==> src/rtl/tmbe_pkg.sv <==
// ----------------------------------------------------------------------------
// tmbe_pkg
// Shared widths, codes, microprogram and saturation helper for the monomial
// basis evaluation core.
// ----------------------------------------------------------------------------
package tmbe_pkg;

  localparam int unsigned MAX_DEGREE_DEF      = 9;
  localparam int unsigned COORD_FRAC_BITS_DEF = 14;
  localparam int unsigned VALUE_FRAC_BITS_DEF = 27;

  localparam int unsigned COORD_W    = 16;
  localparam int unsigned VAL_W      = 32;
  localparam int unsigned IDX_W      = 6;
  localparam int unsigned DEG_W      = 4;
  localparam int unsigned MODE_W     = 2;
  localparam int unsigned CFG_IDX_W  = 1;
  localparam int unsigned CFG_DATA_W = 4;
  localparam int unsigned WIDE_W     = 64;

  typedef enum logic [CFG_IDX_W-1:0] {
    CFG_DEGREE = 1'b0,
    CFG_MODE   = 1'b1
  } cfg_reg_e;

  typedef enum logic [MODE_W-1:0] {
    MODE_VALUE = 2'd0,
    MODE_DDX   = 2'd1,
    MODE_DDY   = 2'd2,
    MODE_ALT   = 2'd3
  } mode_e;

  typedef enum logic [3:0] {
    OP_WAIT,
    OP_INIT,
    OP_MULX,
    OP_WRX,
    OP_MULY,
    OP_WRY,
    OP_TSEL,
    OP_TMUL,
    OP_EMIT,
    OP_NOP
  } op_e;

  typedef enum logic [2:0] {
    COND_NEVER,
    COND_ALWAYS,
    COND_POW_NONE,
    COND_POW_MORE,
    COND_TERM_MORE
  } cond_e;

  localparam int unsigned UC_DEPTH = 10;
  localparam int unsigned UC_AW    = 4;

  typedef logic [UC_AW-1:0] uaddr_t;

  localparam uaddr_t UA_WAIT = 4'd0;
  localparam uaddr_t UA_MULX = 4'd2;
  localparam uaddr_t UA_TSEL = 4'd6;

  typedef struct packed {
    op_e    op;
    cond_e  cond;
    uaddr_t target;
  } ucode_t;

  localparam ucode_t UCODE [UC_DEPTH] = '{
    '{op: OP_WAIT, cond: COND_NEVER,     target: UA_WAIT},
    '{op: OP_INIT, cond: COND_POW_NONE,  target: UA_TSEL},
    '{op: OP_MULX, cond: COND_NEVER,     target: UA_WAIT},
    '{op: OP_WRX,  cond: COND_NEVER,     target: UA_WAIT},
    '{op: OP_MULY, cond: COND_NEVER,     target: UA_WAIT},
    '{op: OP_WRY,  cond: COND_POW_MORE,  target: UA_MULX},
    '{op: OP_TSEL, cond: COND_NEVER,     target: UA_WAIT},
    '{op: OP_TMUL, cond: COND_NEVER,     target: UA_WAIT},
    '{op: OP_EMIT, cond: COND_TERM_MORE, target: UA_TSEL},
    '{op: OP_NOP,  cond: COND_ALWAYS,    target: UA_WAIT}
  };

  typedef struct packed {
    op_e op;
  } ctrl_t;

  typedef struct packed {
    logic hold;
    logic pow_none;
    logic pow_more;
    logic term_more;
  } status_t;

  localparam logic signed [WIDE_W-1:0] VAL_MAX_WIDE = 64'sd2147483647;
  localparam logic signed [WIDE_W-1:0] VAL_MIN_WIDE = -64'sd2147483648;

  function automatic logic signed [VAL_W-1:0] sat_val(input logic signed [WIDE_W-1:0] v);
    logic signed [VAL_W-1:0] r;
    if (v > VAL_MAX_WIDE) begin
      r = VAL_MAX_WIDE[VAL_W-1:0];
    end else if (v < VAL_MIN_WIDE) begin
      r = VAL_MIN_WIDE[VAL_W-1:0];
    end else begin
      r = v[VAL_W-1:0];
    end
    return r;
  endfunction

endpackage

==> src/rtl/tmbe_seq.sv <==
// ----------------------------------------------------------------------------
// tmbe_seq
// Microcode sequencer: step counter, program table and conditional jumps.
// ----------------------------------------------------------------------------
module tmbe_seq import tmbe_pkg::*; (
  input  logic    clk_i,
  input  logic    rst_ni,
  input  status_t status_i,
  output ctrl_t   ctrl_o
);

  uaddr_t pc_q, pc_d;
  ucode_t uword;
  logic   take;

  assign uword      = UCODE[pc_q];
  assign ctrl_o.op  = uword.op;

  always_comb begin
    case (uword.cond)
      COND_NEVER:     take = 1'b0;
      COND_ALWAYS:    take = 1'b1;
      COND_POW_NONE:  take = status_i.pow_none;
      COND_POW_MORE:  take = status_i.pow_more;
      COND_TERM_MORE: take = status_i.term_more;
      default:        take = 1'b0;
    endcase
    if (status_i.hold) begin
      pc_d = pc_q;
    end else if (take) begin
      pc_d = uword.target;
    end else begin
      pc_d = pc_q + uaddr_t'(1);
    end
  end

  always_ff @(posedge clk_i or negedge rst_ni) begin
    if (!rst_ni) begin
      pc_q <= UA_WAIT;
    end else begin
      pc_q <= pc_d;
    end
  end

endmodule

==> config.mk <==
export PLATFORM = sky130hd
export DESIGN_NAME = tmbe_seq
export DESIGN_NICKNAME = d
export VERILOG_FILES = /design/src/rtl/tmbe_pkg.sv /design/src/rtl/tmbe_seq.sv
export SDC_FILE = /design/constraint.sdc
export NUM_CORES = 1
export LEC_CHECK = 0
export BUFFER_PORTS_ARGS = -buffer_cell sky130_fd_sc_hd__buf_2
export CAP_MARGIN = 20
export CORE_AREA = 2 2 39 41
export DETAILED_ROUTE_END_ITERATION = 8
export DIE_AREA = 0 0 41 43
export PLACE_DENSITY_LB_ADDON = 0.3
export SYNTH_ARGS = -nofsm -noshare
export SYNTH_HDL_FRONTEND = slang
export SYNTH_SLANG_ARGS = --single-unit
==> constraint.sdc <==
create_clock -name clk_i -period 2.8 [get_ports clk_i]
set_input_delay 0 -clock clk_i [delete_from_list [all_inputs] [get_ports clk_i]]
set_output_delay 0 -clock clk_i [all_outputs]
set_load 0.005 [all_outputs]
### Word-level counts from Yosys, hierarchy flattened

Memories as Yosys holds them, arrays and structs flattened.
Index checks and enable logic that the tools add are counted.

* bits in read-only memories: 176
* input bits: 6
* bits in registers: 4
* output and inout bits: 4
* latch bits: 0
* logic and storage cells: 13
* bits in writable memories: 0
* memories: 1

* multiply operators: 0
* reductions and logical operators: 0
* $add $sub $neg: 1
* $lt $le $gt $ge: 1
* bitwise logic cells: 1
* mux-type cells: 4
* shift operators: 0
* eq/ne operators: 4
* divide/modulo/power cells: 0

Memories
* (name not given): words 16, width 11, read ports 1, clocked after memory_dff 0, wr ports 0, line tmbe_seq.sv:16 `assign uword = UCODE[pc_q];`

Operator list (count)
* two-way mux 11 bit: 2
* equality test 3 x 2 -> 1 bit (second input constant): 2
* >= comparator 5 bit (second input constant): 1
* NOT 4 -> 5 bit: 1
* adder 4 x 1 -> 4 bit (second input constant): 1
* two-way mux 4 bit: 1
* one-hot mux 1 bit (4 select lines): 1
* equality test 3 x 1 -> 1 bit (second input constant): 1
* equality test 3 bit (second input constant): 1

### Longest topological paths before layout

* word-level depth: 7
* mapped depth: 5
* mapped depth without buffers: 5

### Worst setup path after synthesis

No wires, ideal clock.

* path type: flip-flop to flip-flop
* start point: reg pc_q[0]
* end point: reg pc_q[2]
* library setup time: 121 ps
* data required time: 2679 ps
* stages on the path, launching flop included: 5
* period minus slack after synthesis: 1277 ps
* path buffers: 0
* slack: 1523 ps
* data arrival time: 1156 ps
* cell sequence: dfrtp_1 ha_1 nand4b_2 a21o_1 a22o_1

* cells in the longest elaborated chain, start to end: 7
* elaborated cells on any way between the ends: 11
* classes of those cells: add/sub (1); eq/ne (4); mux (4); bitwise (1); memory (1)

Ends and longest elaborated chain
* from (decl): line tmbe_seq.sv:12 `uaddr_t pc_q, pc_d;`
* from (signal assigned): line tmbe_seq.sv:41 `pc_q <= pc_d;`
* NOT 4 -> 5 bit (implied by the code): line tmbe_seq.sv:16
* memory read (16 x 11 bit)
* two-way mux 11 bit (implied by the code) (2 in a row): line tmbe_seq.sv:16
* equality test 3 bit (tied with other cells): line tmbe_seq.sv:20 `case (uword.cond)`
* one-hot mux 1 bit (4 select lines): line tmbe_seq.sv:20
* two-way mux 4 bit *: line tmbe_seq.sv:30 `end else if (take) begin`

Every way passes the cells marked *; elsewhere a longest branch is shown, timed or not. The select of a mux whose other input is x is not followed.
A chain may end at the register's enable or synchronous reset.

### Final worst setup path

Ends and elaborated chain as after synthesis.

==> impl_summary.md <==
Place
The number of port buffers is 9. The half-perimeter wire length after placement is 473 µm. The congestion estimate from routability-driven global placement came to ~0.68.

Critical path
Walking the worst path, the cells encountered are ha_1 > nand4b_2 > a21o_1 > a22o_1. Broken down by cell family, the worst path's largest delay share belongs to flip-flops. The number of buffers and inverters on the critical path is 0. The largest single stage delay on the critical path is about 500 ps. The reg-to-reg endpoint is pc_q[2]. The startpoint of the most critical register-to-register path is pc_q[0]. STA puts the critical path data required time at 2920 ps.

The critical path in this run is classified as reg2reg. The data arrival time of the critical path is roughly 1500 ps. STA classifies the critical path startpoint as a register.

Among all stages on the critical path, the largest delay is contributed by sky130_fd_sc_hd__dfrtp_1. Across all register-to-register paths, the minimum setup slack is 1400 ps. Counting buffers and inverters, the worst setup path is 4 cells deep. The peak fanout along the critical path is 10. For the worst flop-to-flop path, the logic depth is 4.

The category of the worst setup path capture point is a register.

Synth
The synthesized flop and latch total is 4. The share of flip-flops with an asynchronous set or reset is 1.00. The flip-flop cell with the highest count after synthesis is sky130_fd_sc_hd__dfrtp_1.

Among all cell types in the netlist, the one instantiated most often is sky130_fd_sc_hd__dfrtp_1. The number of nets in the synthesized netlist is 39. The main combinational cell family by area after synthesis is compound AO/OA/AOI/OAI gates. The area share of the largest cell type after synthesis is 0.346. By area the synthesized netlist is led by sky130_fd_sc_hd__dfrtp_1 35%, sky130_fd_sc_hd__ha_1 8.7%, sky130_fd_sc_hd__buf_4 7.8%, sky130_fd_sc_hd__a22o_1 6.1%, sky130_fd_sc_hd__nand4b_2 5.2%.

Synthesis handed over a netlist of 31 instances. Of the total synthesized cell area, the portion taken by full adders, half adders and majority gates is 0.0866. The most area-hungry cell type in the Yosys netlist is sky130_fd_sc_hd__dfrtp_1. The number of synthesized flops with an enable pin is 0. Of the total synthesized cell area, the portion taken by XOR and XNOR cells is 0. The fraction of synthesized area in multiplexers is 0. The synthesized-area fraction occupied by ao, oa, aoi and oai cells is 0.286.

Counting distinct cell types in the post-synthesis netlist gives 19. The summed instance area of the synthesized netlist is 289 µm². The count of warnings emitted by yosys is 0. By count the netlist is led by 4 x sky130_fd_sc_hd__dfrtp_1, 3 x sky130_fd_sc_hd__buf_4. The post-synthesis average cell area is 9.32 µm². Of the total synthesized cell area, the portion taken by AND, OR, NAND and NOR gates is 0.177. The proportion of synthesized chip area in sequential cells is 0.346.

Clock network
CTS built an H-tree with a depth of 1. The clock tree from TritonCTS is yes. The clock net in this run drives a total of 4 sinks. Clock-pin slew was measured on the worst setup and hold paths at ~40 ps. The cell sitting at the root of the clock tree is a sky130_fd_sc_hd__clkbuf_4.

The clock passes through at most 2 buffers. The clock latency reported for the late side of the worst-skew pair is 230 ps. The number of gates resized after cts is 0. The total CTS buffers is 3.

Drt
The number of iterations in the first detailed-routing pass is 1. The final layout contains routed wiring with a total length of approximately 650 µm. The initial detailed-routing violation count is 0. After detailed routing, the average wire length per cell comes to 11.4 µm.

The detailed-route vias per instance is 4.60. Once detail routing completed, the nets flagged for antenna violations numbered 0. The number of design rule violations left after detail routing is 0.

The routed layout has 262 vias.

STA
Setup repair after global routing left no endpoint under its margin. The highest clock frequency the design can meet is 714 MHz. For the pin with the worst max-slew slack, the measured transition is 321 ps.

The number of slew-limit violations in the final report is 0. Setup violations remaining at the end of the flow were counted as 0. In the finished design, the share of the clock period the worst path needs comes to 0.500. Headroom to the max-slew limit came out at 0.786. The number of failing hold endpoints at the final stage came to 0. Summed over all failing endpoints, the final setup total negative slack is 0 ps. The worst clock skew on the final layout is 0.877 ps. After layout, the minimum clock period comes to between 1000 and 1500 ps.

Floorplan
The core region is about 0.0014 mm². The initial standard-cell utilization of the core is 0.209. The x dimension of the die is between 40 and 50 µm.

The die area is between 0.0015 and 0.002 mm². The number of core rows is 14. For this design the top-level I/O count stands at 10. The die is 43 µm tall.

GRT
The number of antenna violations at the first check in global routing was 0. The total congestion overflow after global routing is 0. The number of global-route vias before repair is 242. The maximum number of pins on one net before global-route repair is 13.

The overall global routing resource usage is 0.0884. The first global-routing pass estimated about 1100 µm of wire.

Min path
The worst hold path terminates at pc_q[0]. The origin of the worst min-delay path is status_i[3]. The worst hold path passes through 3 cells. The path category of the worst min-delay check is in2reg.

Run
The number of max-cap violations is 0.

Final layout
The share of cells above drive strength 1 is 0.317. The register with the most flip-flops in the layout has 4 of them. The post-layout net count is 51. The number of antenna diodes in the final layout is 0. Ranked by flip-flop count, first place goes to pc_q.

The area added between synthesis and finish is 26.0%. The utilization after layout is 0.263. The largest registers in the layout are pc_q x4.

Outcome
The run finished with clean final reports.

Power and ir drop
The maximum ir drop on the vdd rail is 0.246 mV. The power per standard cell area is 1060 mW/mm². In this run the static leakage power is between 0.15 and 0.2 nW.
worst min-delay path: stages:
cell and delay (ps):
sky130_fd_sc_hd__buf_2 130, sky130_fd_sc_hd__nand2_1 60, sky130_fd_sc_hd__o31ai_1 50
power breakdown:
group	switching [mW]	leakage, nW	internal [mW]
combinational	0.0756	0.115	0.0935
clock	0.0234	0.0138	0.0479
sequential	0.0587	0.0495	0.0863
timing repair:
action,CTS,global route
setup buffers,0,0
hold buffers,1,0
hold endpoints to repair,4,0
cell families after synthesis:
logic type	Yosys count
adder cells (fa/ha/maj)	2
AND/OR/NAND/NOR	8
flip-flops	4
AO/OA/AOI/OAI	12
buffers and inverters	5
worst max-delay path by stage:
stage / from / to
finish: pc_q[0] / pc_q[2]
global route: pc_q[0] / pc_q[2]
CTS: pc_q[0] / pc_q[2]
detailed placement: pc_q[0] / pc_q[2]
global placement: pc_q[0] / pc_q[2]
floorplan: pc_q[0] / pc_q[2]
layer usage:
layer | track usage | share of wire
met5 | 0 | 0
met4 | 0.0200 | 0
met3 | 0.0471 | 0.057
met2 | 0.0875 | 0.40
met1 | 0.154 | 0.55
placed cells by master (no fill, tap or decap):
cell,synthesis,final
sky130_fd_sc_hd__a21oi_1,2,2
sky130_fd_sc_hd__nand3_1,1,1
sky130_fd_sc_hd__a22o_1,2,2
sky130_fd_sc_hd__dfrtp_1,4,4
sky130_fd_sc_hd__o221ai_1,1,1
sky130_fd_sc_hd__ha_1,2,2
sky130_fd_sc_hd__o21ai_1,1,1
sky130_fd_sc_hd__nand2_1,1,1
sky130_fd_sc_hd__inv_1,2,2
sky130_fd_sc_hd__a21o_1,1,1
sky130_fd_sc_hd__o21ai_0,2,2
sky130_fd_sc_hd__o2111ai_1,1,1
sky130_fd_sc_hd__nand4b_2,1,1
sky130_fd_sc_hd__nor2_1,2,2
sky130_fd_sc_hd__nand2b_1,1,1
sky130_fd_sc_hd__dlygate4sd3_1,0,1
sky130_fd_sc_hd__clkbuf_4,0,3
sky130_fd_sc_hd__buf_2,0,9
sky130_fd_sc_hd__nor2b_1,1,1
sky130_fd_sc_hd__o31ai_1,2,2
sky130_fd_sc_hd__nand3b_1,1,1
cell type report:
type	count	area, µm²
Clock buffer	3	22.5
Sequential cell	4	100
Multi-Input combinational cell	22	159
Timing Repair Buffer	10	55.1
Fill cell	157	1020
Inverter	2	7.51
Tap cell	16	20.0
metrics by stage:
step	std cells	hold slack [ps]	area, µm²	power, mW	worst slack [ps]
final	57	50.9	364	0.386	1400
after global routing	57	83.0	364	0.430	1300
after CTS	57	39.9	364	0.392	1400
after detailed placement	53	-190	332	0.315	1420
after global placement	53	-190	332	0.314	1450
after floorplan	31	-296	289	0.271	1520
No activity file was read; power rests on OpenSTA's default activity.
